===== src/design/pdt_pkg.sv =====
package pdt_pkg;

    // Result kind codes (m_tuser)
    localparam logic [1:0] KIND_DATA  = 2'd0;
    localparam logic [1:0] KIND_KEY   = 2'd1;
    localparam logic [1:0] KIND_EMPTY = 2'd2;
    localparam logic [1:0] KIND_END   = 2'd3;

    localparam logic [7:0] DELIM_RESET = 8'h24;  // '$'
    localparam logic [7:0] END_BYTE    = 8'h00;

    // Which result the datapath builds when told to emit
    typedef enum logic [2:0] {
        SEL_DATA_DELIM = 3'd0,  // leftover delimiter as data
        SEL_DATA_BYTE  = 3'd1,  // input byte as data
        SEL_KEY_BYTE   = 3'd2,  // held keyword byte on close
        SEL_EMPTY      = 3'd3,  // empty keyword
        SEL_DUMP_DELIM = 3'd4,  // delimiter of an unclosed keyword at end
        SEL_DUMP_KEY   = 3'd5,  // held byte of an unclosed keyword at end
        SEL_END        = 3'd6   // end of string
    } out_sel_t;

    // Controller to datapath
    typedef struct packed {
        logic     accept;
        logic     pend_inc;
        logic     pend_dec;
        logic     pend_clr;
        logic     key_open;
        logic     key_close;
        logic     append_delim;
        logic     append_byte;
        logic     idx_clr;
        logic     idx_inc;
        logic     emit;
        logic     emit_last;
        out_sel_t sel;
        logic     clear_all;
    } cmd_t;

    // Datapath to controller
    typedef struct packed {
        logic is_delim;
        logic is_zero;
        logic pend_zero;
        logic pend_one;
        logic pend_two;
        logic in_key;
        logic key_empty;
        logic idx_last;
        logic idx_two;
        logic out_free;
    } status_t;

endpackage


===== src/design/pdt_datapath.sv =====
module pdt_datapath #(
    parameter int KEY_MAX = 32
) (
    input  logic             aclk,
    input  logic             aresetn,
    input  logic             cfg_wr_en,
    input  logic [7:0]       cfg_wr_data,
    input  logic [7:0]       s_tdata,
    input  pdt_pkg::cmd_t    cmd,
    output pdt_pkg::status_t st,
    output logic             m_tvalid,
    input  logic             m_tready,
    output logic [15:0]      m_tdata,
    output logic [1:0]       m_tuser,
    output logic             m_tlast
);

    localparam int LW = $clog2(KEY_MAX + 1);
    localparam int AW = (KEY_MAX > 1) ? $clog2(KEY_MAX) : 1;
    localparam int IW = (LW > 2) ? LW : 2;

    logic [7:0]    delim_reg;
    logic [7:0]    byte_reg;
    logic [1:0]    pend_reg, pend_next;
    logic [LW-1:0] key_len_reg, key_len_next;
    logic          in_key_reg, in_key_next;
    logic          data_open_reg, data_open_next;
    logic          seen_reg, seen_next;
    logic          ovf_reg, ovf_next;
    logic [IW-1:0] idx_reg, idx_next;

    logic [7:0]    key_mem [KEY_MAX];
    logic [7:0]    rdata_reg;

    logic          m_tvalid_reg;
    logic [1:0]    kind_reg;
    logic [7:0]    value_reg;
    logic          new_reg, last_reg, found_reg, trunc_reg;

    logic          app;
    logic [7:0]    app_data;
    logic          key_full;
    logic [1:0]    o_kind;
    logic [7:0]    o_value;
    logic          o_new, o_found, o_trunc;

    assign app      = cmd.append_delim | cmd.append_byte;
    assign app_data = cmd.append_delim ? delim_reg : byte_reg;
    assign key_full = (key_len_reg == LW'(KEY_MAX));

    // Status toward the controller
    always_comb begin
        st.is_delim  = (byte_reg != pdt_pkg::END_BYTE) && (byte_reg == delim_reg);
        st.is_zero   = (byte_reg == pdt_pkg::END_BYTE);
        st.pend_zero = (pend_reg == 2'd0);
        st.pend_one  = (pend_reg == 2'd1);
        st.pend_two  = (pend_reg == 2'd2);
        st.in_key    = in_key_reg;
        st.key_empty = (key_len_reg == '0);
        st.idx_last  = ((idx_reg + IW'(1)) == IW'(key_len_reg));
        st.idx_two   = (idx_reg == IW'(2));
        st.out_free  = !m_tvalid_reg || m_tready;
    end

    // Tokenizer state update
    always_comb begin
        pend_next      = pend_reg;
        key_len_next   = key_len_reg;
        in_key_next    = in_key_reg;
        data_open_next = data_open_reg;
        seen_next      = seen_reg;
        ovf_next       = ovf_reg;
        idx_next       = idx_reg;

        if (cmd.pend_inc) begin
            pend_next = pend_reg + 2'd1;
        end else if (cmd.pend_dec) begin
            pend_next = pend_reg - 2'd1;
        end else if (cmd.pend_clr) begin
            pend_next = 2'd0;
        end

        if (app) begin
            if (!key_full) begin
                key_len_next = key_len_reg + LW'(1);
            end else begin
                ovf_next = 1'b1;
            end
        end

        if (cmd.idx_clr) begin
            idx_next = '0;
        end else if (cmd.idx_inc) begin
            idx_next = idx_reg + IW'(1);
        end

        if (cmd.emit && (cmd.sel == pdt_pkg::SEL_DATA_DELIM ||
                         cmd.sel == pdt_pkg::SEL_DATA_BYTE)) begin
            data_open_next = 1'b1;
        end

        if (cmd.key_open) begin
            in_key_next    = 1'b1;
            key_len_next   = '0;
            ovf_next       = 1'b0;
            data_open_next = 1'b0;
        end
        if (cmd.key_close) begin
            in_key_next  = 1'b0;
            key_len_next = '0;
            ovf_next     = 1'b0;
            seen_next    = 1'b1;
        end
        if (cmd.clear_all) begin
            pend_next      = 2'd0;
            key_len_next   = '0;
            in_key_next    = 1'b0;
            data_open_next = 1'b0;
            seen_next      = 1'b0;
            ovf_next       = 1'b0;
        end
    end

    // Result fields by selection
    always_comb begin
        o_kind  = pdt_pkg::KIND_DATA;
        o_value = 8'd0;
        o_new   = 1'b0;
        o_found = 1'b0;
        o_trunc = 1'b0;
        case (cmd.sel)
            pdt_pkg::SEL_DATA_DELIM: begin
                o_value = delim_reg;
                o_new   = !data_open_reg;
            end
            pdt_pkg::SEL_DATA_BYTE: begin
                o_value = byte_reg;
                o_new   = !data_open_reg;
            end
            pdt_pkg::SEL_KEY_BYTE: begin
                o_kind  = pdt_pkg::KIND_KEY;
                o_value = rdata_reg;
                o_new   = (idx_reg == '0);
                o_trunc = ovf_reg;
            end
            pdt_pkg::SEL_EMPTY: begin
                o_kind  = pdt_pkg::KIND_EMPTY;
                o_new   = 1'b1;
                o_trunc = ovf_reg;
            end
            pdt_pkg::SEL_DUMP_DELIM: begin
                o_value = delim_reg;
                o_new   = (idx_reg == '0);
                o_trunc = ovf_reg;
            end
            pdt_pkg::SEL_DUMP_KEY: begin
                o_value = rdata_reg;
                o_trunc = ovf_reg;
            end
            pdt_pkg::SEL_END: begin
                o_kind  = pdt_pkg::KIND_END;
                o_found = seen_reg;
            end
            default: begin
                o_kind = pdt_pkg::KIND_DATA;
            end
        endcase
    end

    // Control registers
    always_ff @(posedge aclk) begin
        if (!aresetn) begin
            delim_reg     <= pdt_pkg::DELIM_RESET;
            pend_reg      <= 2'd0;
            key_len_reg   <= '0;
            in_key_reg    <= 1'b0;
            data_open_reg <= 1'b0;
            seen_reg      <= 1'b0;
            ovf_reg       <= 1'b0;
            idx_reg       <= '0;
            m_tvalid_reg  <= 1'b0;
        end else begin
            if (cfg_wr_en) begin
                delim_reg <= cfg_wr_data;
            end
            pend_reg      <= pend_next;
            key_len_reg   <= key_len_next;
            in_key_reg    <= in_key_next;
            data_open_reg <= data_open_next;
            seen_reg      <= seen_next;
            ovf_reg       <= ovf_next;
            idx_reg       <= idx_next;
            if (cmd.emit) begin
                m_tvalid_reg <= 1'b1;
            end else if (m_tready) begin
                m_tvalid_reg <= 1'b0;
            end
        end
    end

    // Payload registers
    always_ff @(posedge aclk) begin
        if (cmd.accept) begin
            byte_reg <= s_tdata;
        end
        if (cmd.emit) begin
            kind_reg  <= o_kind;
            value_reg <= o_value;
            new_reg   <= o_new;
            last_reg  <= cmd.emit_last;
            found_reg <= o_found;
            trunc_reg <= o_trunc;
        end
    end

    // Keyword buffer; read address follows the next index so data is ready
    always_ff @(posedge aclk) begin
        if (app && !key_full) begin
            key_mem[key_len_reg[AW-1:0]] <= app_data;
        end
        rdata_reg <= key_mem[idx_next[AW-1:0]];
    end

    assign m_tvalid = m_tvalid_reg;
    assign m_tdata  = {5'd0, trunc_reg, found_reg, new_reg, value_reg};
    assign m_tuser  = kind_reg;
    assign m_tlast  = last_reg;

endmodule


===== src/design/pdt_ctrl.sv =====
module pdt_ctrl (
    input  logic             aclk,
    input  logic             aresetn,
    input  logic             s_tvalid,
    output logic             s_tready,
    input  pdt_pkg::status_t st,
    output pdt_pkg::cmd_t    cmd
);

    typedef enum logic [9:0] {
        S_IDLE   = 10'b0000000001,
        S_DECODE = 10'b0000000010,
        S_FLUSH  = 10'b0000000100,
        S_BODY   = 10'b0000001000,
        S_DUMPD  = 10'b0000010000,
        S_DUMPK  = 10'b0000100000,
        S_END    = 10'b0001000000,
        S_KEYOUT = 10'b0010000000,
        S_EMPTY  = 10'b0100000000,
        S_SPARE  = 10'b1000000000
    } state_t;

    state_t state_reg, state_next;

    assign s_tready = (state_reg == S_IDLE);

    // Sequencer
    always_comb begin
        state_next = state_reg;
        cmd        = '0;
        cmd.sel    = pdt_pkg::SEL_DATA_BYTE;
        case (state_reg)
            S_IDLE: begin
                if (s_tvalid) begin
                    cmd.accept = 1'b1;
                    state_next = S_DECODE;
                end
            end
            S_DECODE: begin
                if (st.is_delim) begin
                    if (st.pend_two) begin
                        cmd.pend_clr = 1'b1;
                        if (st.in_key) begin
                            cmd.idx_clr = 1'b1;
                            state_next  = st.key_empty ? S_EMPTY : S_KEYOUT;
                        end else begin
                            cmd.key_open = 1'b1;
                            state_next   = S_IDLE;
                        end
                    end else begin
                        cmd.pend_inc = 1'b1;
                        state_next   = S_IDLE;
                    end
                end else begin
                    state_next = st.pend_zero ? S_BODY : S_FLUSH;
                end
            end
            // Leftover delimiters, one per cycle; outside a keyword each waits for a free output register
            S_FLUSH: begin
                if (st.in_key) begin
                    cmd.append_delim = 1'b1;
                    cmd.pend_dec     = 1'b1;
                    if (st.pend_one) begin
                        state_next = S_BODY;
                    end
                end else if (st.out_free) begin
                    cmd.emit     = 1'b1;
                    cmd.sel      = pdt_pkg::SEL_DATA_DELIM;
                    cmd.pend_dec = 1'b1;
                    if (st.pend_one) begin
                        state_next = S_BODY;
                    end
                end
            end
            S_BODY: begin
                if (st.is_zero) begin
                    if (st.in_key) begin
                        cmd.idx_clr = 1'b1;
                        state_next  = S_DUMPD;
                    end else begin
                        state_next = S_END;
                    end
                end else if (st.in_key) begin
                    cmd.append_byte = 1'b1;
                    state_next      = S_IDLE;
                end else if (st.out_free) begin
                    cmd.emit      = 1'b1;
                    cmd.emit_last = 1'b1;
                    cmd.sel       = pdt_pkg::SEL_DATA_BYTE;
                    state_next    = S_IDLE;
                end
            end
            // Unclosed keyword at end: three delimiters, then held bytes
            S_DUMPD: begin
                if (st.out_free) begin
                    cmd.emit = 1'b1;
                    cmd.sel  = pdt_pkg::SEL_DUMP_DELIM;
                    if (st.idx_two) begin
                        cmd.idx_clr = 1'b1;
                        state_next  = st.key_empty ? S_END : S_DUMPK;
                    end else begin
                        cmd.idx_inc = 1'b1;
                    end
                end
            end
            S_DUMPK: begin
                if (st.out_free) begin
                    cmd.emit = 1'b1;
                    cmd.sel  = pdt_pkg::SEL_DUMP_KEY;
                    if (st.idx_last) begin
                        state_next = S_END;
                    end else begin
                        cmd.idx_inc = 1'b1;
                    end
                end
            end
            S_END: begin
                if (st.out_free) begin
                    cmd.emit      = 1'b1;
                    cmd.emit_last = 1'b1;
                    cmd.sel       = pdt_pkg::SEL_END;
                    cmd.clear_all = 1'b1;
                    state_next    = S_IDLE;
                end
            end
            // Closed keyword: held bytes
            S_KEYOUT: begin
                if (st.out_free) begin
                    cmd.emit      = 1'b1;
                    cmd.sel       = pdt_pkg::SEL_KEY_BYTE;
                    cmd.emit_last = st.idx_last;
                    if (st.idx_last) begin
                        cmd.key_close = 1'b1;
                        state_next    = S_IDLE;
                    end else begin
                        cmd.idx_inc = 1'b1;
                    end
                end
            end
            S_EMPTY: begin
                if (st.out_free) begin
                    cmd.emit      = 1'b1;
                    cmd.emit_last = 1'b1;
                    cmd.sel       = pdt_pkg::SEL_EMPTY;
                    cmd.key_close = 1'b1;
                    state_next    = S_IDLE;
                end
            end
            default: begin
                state_next = S_IDLE;
            end
        endcase
    end

    always_ff @(posedge aclk) begin
        if (!aresetn) begin
            state_reg <= S_IDLE;
        end else begin
            state_reg <= state_next;
        end
    end

endmodule


===== src/design/placeholder_delimiter_tokenizer.sv =====
// Channel   Direction  Signals                    Contents
// input     in         s_tvalid/s_tready/s_tdata  in_byte
// result    out        m_tvalid/m_tready/m_tdata  value, new_item, found, truncated
//                      m_tuser, m_tlast           kind, run_last
// config    in         cfg_wr_en/cfg_wr_data      delimiter_byte
//
// An item passes accept and decode, a flush step per leftover delimiter and a
// step per result; held keyword bytes and the end byte also pass the body state.
// The single keyword-buffer read port sends a closed keyword's bytes one by one.
// s_tready is high only while the sequencer is idle.
// A stalled output register holds the sequencer where it is; nothing is lost.
// Reset is synchronous on aresetn low; the keyword buffer is not cleared.
module placeholder_delimiter_tokenizer #(
    parameter int KEY_MAX = 32
) (
    input  logic        aclk,
    input  logic        aresetn,
    input  logic        cfg_wr_en,
    input  logic [7:0]  cfg_wr_data,
    input  logic        s_tvalid,
    output logic        s_tready,
    input  logic [7:0]  s_tdata,   // [7:0] in_byte
    output logic        m_tvalid,
    input  logic        m_tready,
    output logic [15:0] m_tdata,   // [7:0] value, [8] new_item, [9] found, [10] truncated
    output logic [1:0]  m_tuser,   // [1:0] kind
    output logic        m_tlast
);

    pdt_pkg::cmd_t    cmd;
    pdt_pkg::status_t st;

    pdt_ctrl u_ctrl (
        .aclk     (aclk),
        .aresetn  (aresetn),
        .s_tvalid (s_tvalid),
        .s_tready (s_tready),
        .st       (st),
        .cmd      (cmd)
    );

    pdt_datapath #(
        .KEY_MAX (KEY_MAX)
    ) u_datapath (
        .aclk        (aclk),
        .aresetn     (aresetn),
        .cfg_wr_en   (cfg_wr_en),
        .cfg_wr_data (cfg_wr_data),
        .s_tdata     (s_tdata),
        .cmd         (cmd),
        .st          (st),
        .m_tvalid    (m_tvalid),
        .m_tready    (m_tready),
        .m_tdata     (m_tdata),
        .m_tuser     (m_tuser),
        .m_tlast     (m_tlast)
    );

endmodule


===== config.mk =====
export PLATFORM = sky130hd
export DESIGN_NAME = placeholder_delimiter_tokenizer
export DESIGN_NICKNAME = d
export VERILOG_FILES = /design/src/design/pdt_pkg.sv /design/src/design/pdt_datapath.sv /design/src/design/pdt_ctrl.sv /design/src/design/placeholder_delimiter_tokenizer.sv
export SDC_FILE = /design/constraint.sdc
export NUM_CORES = 1
export LEC_CHECK = 0
export ABC_AREA = 1
export BUFFER_PORTS_ARGS = -buffer_cell sky130_fd_sc_hd__buf_2
export CAP_MARGIN = 20
export CORE_MARGIN = 3
export CORE_UTILIZATION = 45
export DETAILED_ROUTE_END_ITERATION = 12
export GPL_TIMING_DRIVEN = 0
export PLACE_DENSITY = 0.63
export SYNTH_ARGS = -nofsm -noshare
export SYNTH_HDL_FRONTEND = slang
export SYNTH_SLANG_ARGS = --single-unit

===== constraint.sdc =====
create_clock -name aclk -period 3.9 [get_ports aclk]
set_clock_uncertainty 0.05 [all_clocks]
set_input_delay 0.585 -clock aclk [delete_from_list [all_inputs] [get_ports aclk]]
set_output_delay 0.585 -clock aclk [all_outputs]
set_load 0.03 [all_outputs]

==> metrics.md, run 1 <==
| Metric | Value |
|---|---|
| Kind of critical path | flip-flop to flip-flop |
| Finished Layout Cells | 2,215 |
| Area growth from synthesis to final layout | 14.0% |
| Worst path depth | 9 |
| Initial antenna violation count | 0 |
| LEAKAGE | roughly 0.0076 µW |
| Parity-gate share of the synthesized area counting xor and xnor cells | less than 1% |
| Total wire length after detailed routing | about 44,000 µm |
| Largest register FFs | about 260 |
| Root Driver | sky130_fd_sc_hd__clkbuf_16 |
| Power per Cell Area | between 400 and 500 nW/µm² |
| Layout cell share with drive strength beyond 1 | 12.1% |
| Area of the die | between 30,000 and 40,000 µm² |
| Peak per-stage delay on the critical path | 740 ps |
| Area of the mapped netlist | 15,500 µm² |
| Clk_lat worst skew | between 500 and 600 ps |
| Startpoint of the lowest-slack register-to-register path | u_ctrl.state_reg[9] |
| Critical path destination | u_datapath.key_mem[10][3] |
| Floorplan die height | between 150 and 200 µm |
| Kind of start point of the critical path | flip-flop |
| Final period util | 95.2% |
| Flops & latches, synth | 323 |
| Minimum period implied by the final worst setup slack | between 3000 and 4000 ps |
| Ant. Diodes | 0 |
| Start point of the critical path | u_ctrl.state_reg[9] |
| Critical Path Slowest Stage Cell | sky130_fd_sc_hd__nor2_1 |
| Worst path cell trace | nor2_4 > nand2_1 > nor3_1 > inv_1 > nand2_1 > nand2_1 > nor2_2 > nand2_1 > nor2_1 |
| Slew of the pin with the lowest slew margin | slightly below 1000 ps |
| Final hold slack | 183 ps |
| Most instantiated flip-flop cell in the synthesis netlist | sky130_fd_sc_hd__edfxtp_1 |
| Worst Path Arrival | between 3000 and 4000 ps |
| H-Tree Level Count | 2 |
| Port buffer count | 36 |
| Total iterations of the first detailed-routing run | 5 |
| Post-DP HPWL | 31,200 µm |
| Max-cap viol count | 0 |
| Aggregate global routing overflow | 0 |
| EDFF count, synth | between 200 and 300 |
| Cell repeated most along the worst path | sky130_fd_sc_hd__nand2_1 |
| Overall global routing resource usage | roughly 24% |
| Initial detailed-routing violation count | 1,205 |
| Worst Setup End Kind | flip-flop |
| Vias in the first global route | around 12,000 |
| Async set-reset flop share out of synthesis | 0% |
| Maximum number of pins on one net before global-route repair | 32 |
| Worst setup slack for register-to-register paths | between 150 and 200 ps |
| Number of rows in the core area | 67 |
| Routed via count | between 10,000 and 15,000 |
| Share of the synthesized area in the top cell type | 53.8% |
| Synth warnings | 0 |
| Commonest cells post-synth | sky130_fd_sc_hd__inv_1, sky130_fd_sc_hd__edfxtp_1, sky130_fd_sc_hd__nand2_1 |
| Maximum vdd drop | between 0.3 and 0.4 mV |
| Synth cell types | 48 |
| Endpoint of the worst register-to-register path | u_datapath.key_mem[10][3] |
| Number of failing setup endpoints in the final timing report | 0 |
| Drt wl/cell | 19.8 µm |
| ANT nets after route | 0 |
| Mean number of vias per cell | 5.43 |
| Post-synthesis cell type with the largest combined area | sky130_fd_sc_hd__edfxtp_1 |
| Dpl cells | between 2,000 and 2,500 |
| Final number of max-transition violations | 0 |
| Total count of hold-check failures in the final report | 0 |
| GP Congestion | between 0.9 and 1 |
| Setup slack after layout | approximately 190 ps |
| Dominant combinational cell family by area after synthesis | simple AND/OR/NAND/NOR gates |
| Number of cells on the worst reg-to-reg path | 9 |
| Worst-path maximum fanout | 10 |
| RSZ-0062 raised after global routing | true |
| # DRC | 0 |
| Cells taking the most area after synthesis | sky130_fd_sc_hd__edfxtp_1, sky130_fd_sc_hd__nand3_1, sky130_fd_sc_hd__inv_1 |
| Run status | finished, final reports clean |
| Dpl ws | about 190 ps |
| Tightest Hold Check Type | primary input to flip-flop |
| Wire length of the first global-routing pass | 66,200 µm |
| Per-instance average area after synthesis | 9.39 µm² |
| Cts-stage hold buffer count | 0 |
| Seq/Total Area, Yosys | 59.6% |
| Relative slew slack | between 30% and 40% |
| Io pins | 42 |
| Combined buffer and inverter count along the critical path | 1 |
| Clock slew at reported path FFs | 70 ps |
| Crit path max-delay family | simple AND/OR/NAND/NOR gates |
| Highest Clock Rate | about 270 MHz |
| Multiplexer share of the synthesized area | 0% |
| Chip width | ~190 µm |
| Compound-Gate Fraction of Synth Area | under 10% |
| Dominant cell by count in the synthesized netlist | sky130_fd_sc_hd__inv_1 |
| TritonCTS Sinks | between 300 and 400 |
| Initial cell density of the core | between 40% and 50% |
| Area inside the core boundary | 33,800 µm² |
| Synth Area in Simple Gates | approximately 24% |
| Share of synthesized cell area in full adder, half adder and majority cells | 0.806% |
| Number of CTS-inserted buffers | 36 |
| Syn Inst Count | around 1,700 |
| Required time reported for the critical path endpoint | 4000 ps |
| Maximum buffer depth of the clock tree | 3 |
| Final Net Count | 1,773 |
| Clock tree from TritonCTS | yes |
-- per-stage QoR --
step | power [µW] | cell area, µm² | utilization [%] | setup TNS (ps)
2_1_floorplan | 3910 | 15500 | - | 0
3_3_place_gp | 3980 | 16300 | 48.2 | -675300
3_5_place_dp | 3990 | 16600 | 49.0 | 0
4_1_cts | 7280 | 17700 | 52.4 | 0
5_1_grt | 7420 | 17700 | 52.4 | -320
6_report | 7240 | 17700 | 52.4 | 0
-- repair_timing --
action / CTS / global route
gates resized for setup: 0 / 3
endpoints found under the setup margin: 0 / 33
setup buffers: 0 / 0
-- placed cells by master (no fill, tap or decap), types with 4 or more instances in the layout --
cell type / Yosys / layout
sky130_fd_sc_hd__nand3_1: 259 / 259
sky130_fd_sc_hd__nor2_2: 3 / 6
sky130_fd_sc_hd__edfxtp_1: 278 / 278
sky130_fd_sc_hd__a21oi_1: 28 / 28
sky130_fd_sc_hd__xor2_1: 8 / 8
sky130_fd_sc_hd__dfxtp_1: 45 / 45
sky130_fd_sc_hd__nand2_1: 273 / 273
sky130_fd_sc_hd__conb_1: 1 / 6
sky130_fd_sc_hd__clkinv_2: 0 / 4
sky130_fd_sc_hd__o221ai_1: 5 / 5
sky130_fd_sc_hd__o21ai_4: 0 / 8
sky130_fd_sc_hd__buf_12: 0 / 7
sky130_fd_sc_hd__buf_4: 23 / 24
sky130_fd_sc_hd__clkbuf_16: 0 / 39
sky130_fd_sc_hd__nor2_1: 78 / 75
sky130_fd_sc_hd__inv_1: 327 / 327
sky130_fd_sc_hd__clkinv_1: 1 / 5
sky130_fd_sc_hd__o211ai_1: 8 / 8
sky130_fd_sc_hd__clkbuf_1: 19 / 27
sky130_fd_sc_hd__inv_2: 12 / 12
sky130_fd_sc_hd__buf_2: 49 / 86
sky130_fd_sc_hd__ha_1: 10 / 10
sky130_fd_sc_hd__nor3_1: 16 / 16
sky130_fd_sc_hd__nand4_1: 142 / 142
sky130_fd_sc_hd__o21ai_0: 28 / 20
-- final cells by class --
class | instances | area (µm²)
clock inverters | 14 | 105
inverters | 340 | 1280
fillers | 3015 | 16100
well taps | 448 | 561
clock buffers | 49 | 1030
plain buffers | 94 | 509
flip-flops and latches | 323 | 9250
multi-input cells | 901 | 4610
repair buffers | 46 | 360
-- power by group --
group,switching (µW),internal (µW)
clock network,1380,1930
logic,115,46.8
registers,10.9,3750
-- worst reg2reg max path, cell delays in order, from the launching register on --
cell and delay (ps):
sky130_fd_sc_hd__dfxtp_1 340, sky130_fd_sc_hd__nor2_4 250, sky130_fd_sc_hd__nand2_1 90, sky130_fd_sc_hd__nor3_1 470, sky130_fd_sc_hd__inv_1 260, sky130_fd_sc_hd__nand2_1 180, sky130_fd_sc_hd__nand2_1 200, sky130_fd_sc_hd__nor2_2 340
sky130_fd_sc_hd__nand2_1 430, sky130_fd_sc_hd__nor2_1 740
-- worst min-delay path by stage --
stage / slack (ps) / cells after the start / from / end
4_1_cts: 160 / 1 / s_tdata[0] / u_datapath.byte_reg[0]
3_3_place_gp: 400 / 2 / u_datapath.data_open_reg / u_datapath.data_open_reg
3_5_place_dp: 410 / 2 / u_datapath.data_open_reg / u_datapath.data_open_reg
6_report: 180 / 1 / s_tdata[0] / u_datapath.byte_reg[0]
5_1_grt: 170 / 1 / s_tdata[0] / u_datapath.byte_reg[0]
2_1_floorplan: 380 / 2 / u_datapath.ovf_reg / u_datapath.ovf_reg
-- per-layer routing --
| layer | GRT usage, % | routed length (µm) | up-vias |
|---|---|---|---|
| met4 | 6.77 | 1040 | 0 |
| met1 | 33.5 | 19000 | 5755 |
| met3 | 5.07 | 3620 | 72 |
| li1 | - | - | 5733 |
| met5 | 0 | 0 | - |
| met2 | 38.2 | 20200 | 458 |
-- cell families (layout without fill, tap and decap cells) --
group                    Yosys count  after routing
AND/OR/NAND/NOR                  791            791
buffers and inverters            434            543
flip-flops                       323            323
AO/OA/AOI/OAI                     86             86
adder cells (fa/ha/maj)           10             10
XOR/XNOR                           8              8
other                              1              6
Note: power is estimated with default switching activity, not from simulation.
==> run 2: changes to the inputs <==
--- a/config.mk
+++ b/config.mk
@@ -5,7 +5,6 @@
 export SDC_FILE = /design/constraint.sdc
 export NUM_CORES = 1
 export LEC_CHECK = 0
-export ABC_AREA = 1
 export BUFFER_PORTS_ARGS = -buffer_cell sky130_fd_sc_hd__buf_2
 export CAP_MARGIN = 20
 export CORE_MARGIN = 3
==> metrics.md, run 2 <==
| Metric | Value |
|---|---|
| Syn Inst Count | around 1,100 |
| Post-DP HPWL | between 20,000 and 25,000 µm |
| Number of CTS-inserted buffers | 35 |
| Total negative slack for setup checks | 0 ps |
| ANT nets after route | 0 |
| Worst path depth | 15 |
| Startpoint of the lowest-slack register-to-register path | u_datapath.idx_reg[0] |
| TritonCTS Sinks | approximately 320 |
| Drt wl/cell | 21.8 µm |
| Synth warnings | 0 |
| Worst-path maximum fanout | 10 |
| # DRC | 0 |
| Power per Cell Area | approximately 440 nW/µm² |
| Maximum buffer depth of the clock tree | 3 |
| Io pins | 42 |
| Final Net Count | 1,181 |
| Dpl cells | 1,494 |
| Share of the synthesized area in the top cell type | roughly three fifths |
| Kind of start point of the critical path | flip-flop |
| Total wire length after detailed routing | about 34,000 µm |
| Combined buffer and inverter count along the critical path | 4 |
| Vias in the first global route | 8,574 |
| Async set-reset flop share out of synthesis | 0% |
| Clock tree from TritonCTS | yes |
| Seq/Total Area, Yosys | approximately 66% |
| Start point of the critical path | u_datapath.idx_reg[0] |
| Kind of critical path | flip-flop to flip-flop |
| Number of instances on the worst hold path | 1 |
| Synth cell types | 66 |
| Port buffer count | 35 |
| Slew of the pin with the lowest slew margin | around 1000 ps |
| Highest Clock Rate | 263 MHz |
| Total count of hold-check failures in the final report | 0 |
| Floorplan die height | roughly 180 µm |
| Wire length of the first global-routing pass | 51,400 µm |
| Minimum period implied by the final worst setup slack | between 3000 and 4000 ps |
| Leading cell types in the layout, fill and taps excluded | sky130_fd_sc_hd__edfxtp_1, sky130_fd_sc_hd__nand2_1, sky130_fd_sc_hd__nor2_1, sky130_fd_sc_hd__nand3_1, sky130_fd_sc_hd__mux2i_1 |
| Area inside the core boundary | ~30,000 µm² |
| Layout cell share with drive strength beyond 1 | 17.4% |
| Dominant cell by count in the synthesized netlist | sky130_fd_sc_hd__edfxtp_1 |
| Overall global routing resource usage | 20.3% |
| Maximum number of pins on one net before global-route repair | 33 |
| Cell repeated most along the worst path | sky130_fd_sc_hd__buf_6 |
| Most instantiated flip-flop cell in the synthesis netlist | sky130_fd_sc_hd__edfxtp_1 |
| Worst setup slack for register-to-register paths | 90 ps |
| Maximum vdd drop | about 0.31 mV |
| Most common cell after layout, fill and taps aside | sky130_fd_sc_hd__edfxtp_1 |
| H-Tree Level Count | 2 |
| Chip width | 182 µm |
| Flops & latches, synth | 323 |
| Crit path max-delay family | compound AO/OA/AOI/OAI gates |
| Worst Setup End Kind | flip-flop |
| Post-route total power | between 7000 and 8000 µW |
| Number of cells on the worst reg-to-reg path | 15 |
| Clock slew at reported path FFs | around 60 ps |
| Number of rows in the core area | 63 |
| Aggregate global routing overflow | 0 |
| Total iterations of the first detailed-routing run | 5 |
| Layout Utilization | 53.5% |
| Run status | finished, final reports clean |
| Largest register FFs | ~260 |
| Worst path cell trace | ha_2 > o21ba_1 > a221oi_2 > and4bb_1 > a311o_2 > and3_4 > buf_6 > mux2_4 > buf_6 > buf_6 > buf_6 > nand2_1 > a32oi_2 > nand4_1 > nor3_2 |
| Initial detailed-routing violation count | between 800 and 900 |
| Final period util | about 100% |
| Commonest cells post-synth | sky130_fd_sc_hd__edfxtp_1, sky130_fd_sc_hd__nand2_1, sky130_fd_sc_hd__nor2_1 |
| Post-synthesis cell type with the largest combined area | sky130_fd_sc_hd__edfxtp_1 |
| Peak per-stage delay on the critical path | about 390 ps |
| Finished Layout Cells | 1,567 |
| Mean number of vias per cell | between 5 and 6 |
| Per-instance average area after synthesis | ~13 µm² |
| Area of the die | 33,100 µm² |
| Ant. Diodes | 0 |
| Initial antenna violation count | 0 |
| Relative slew slack | between 20% and 30% |
| Routed via count | 8,931 |
| Tightest Hold Check Type | primary input to flip-flop |
| Final hold slack | 206 ps |
| Final number of max-transition violations | 0 |
| Critical Path Slowest Stage Cell | sky130_fd_sc_hd__a311o_2 |
| EDFF count, synth | around 280 |
| RSZ-0062 raised after global routing | true |
| Cells taking the most area after synthesis | sky130_fd_sc_hd__edfxtp_1, sky130_fd_sc_hd__dfxtp_1, sky130_fd_sc_hd__nand2_1 |
| Number of failing setup endpoints in the final timing report | 0 |
| Root Driver | sky130_fd_sc_hd__clkbuf_16 |
| Clk_lat worst skew | 520 ps |
| GP Congestion | between 0.9 and 1 |
| Worst Path Arrival | about 4200 ps |
| Required time reported for the critical path endpoint | roughly 4300 ps |
| LEAKAGE | around 0.0058 µW |
| Area of the mapped netlist | 13,900 µm² |
| Max-cap viol count | 0 |
| Initial cell density of the core | roughly 46% |
| Start point of the worst min-delay path | s_tdata[1] |
| Area growth from synthesis to final layout | 15.6% |
run 2: changes by cell type after synthesis, moves of 21 or more:
cell / before / now
sky130_fd_sc_hd__buf_2: 49 / 11
sky130_fd_sc_hd__nand4_1: 142 / 23
sky130_fd_sc_hd__nand3_1: 259 / 64
sky130_fd_sc_hd__mux2i_1: 0 / 54
sky130_fd_sc_hd__nand2_1: 273 / 197
sky130_fd_sc_hd__a32oi_1: 0 / 25
sky130_fd_sc_hd__o21ai_0: 28 / 7
sky130_fd_sc_hd__inv_1: 327 / 12
run 2: layout make-up:
type	instances	area, µm²
multi-input cells	685	4560
fillers	2484	14000
inverters	12	45.0
flip-flops and latches	323	9250
plain buffers	49	324
clock inverters	19	136
repair buffers	44	305
clock buffers	45	997
well taps	390	488
run 2: kinds of logic after synthesis:
kind of cell               count (synthesis)  synth area share [%]
buffers and inverters                     61                  2.60
xor gates and xnor gates                  21                  1.37
AOI/OAI and AO/OA                        105                  5.95
muxes                                     71                  5.62
other                                      1                0.0269
DFF                                      323                  66.3
and+or+nand+nor                          471                  17.2
adders and majority gates                 10                 0.897
run 2: timing repair:
item	CTS	global route
endpoints found under the setup margin	16	248
hold buffers	0	0
resized for setup	18	18
cloned	0	1
pin swaps	0	4
setup buffers	7	1
run 2: layer usage:
| layer | vias to the layer above | global-route usage (%) | routed length, µm |
|---|---|---|---|
| li1 | 4135 | - | - |
| met4 | 0 | 5.88 | 920 |
| met3 | 65 | 3.35 | 2770 |
| met1 | 4370 | 29.6 | 14800 |
| met2 | 361 | 31.7 | 15700 |
| met5 | - | 0 | 0 |
run 2: final timing paths:
check / to
max reg2reg: u_datapath.rdata_reg[5]
min: u_datapath.byte_reg[1]
min reg2reg: u_datapath.seen_reg
max: u_datapath.rdata_reg[5]
run 2: power breakdown:
group          internal [µW]  switching (µW)
Sequential              3750            13.7
Clock                   1890            1340
Combinational           38.6            88.6
run 2: metrics by stage:
| stage | cell area, µm² | setup WS (ps) |
|---|---|---|
| 2_1_floorplan | 14000 | 703 |
| 3_3_place_gp | 14600 | -245 |
| 3_5_place_dp | 14600 | -249 |
| 4_1_cts | 16000 | 16.8 |
| 5_1_grt | 16100 | -142 |
| 6_report | 16100 | 93.2 |
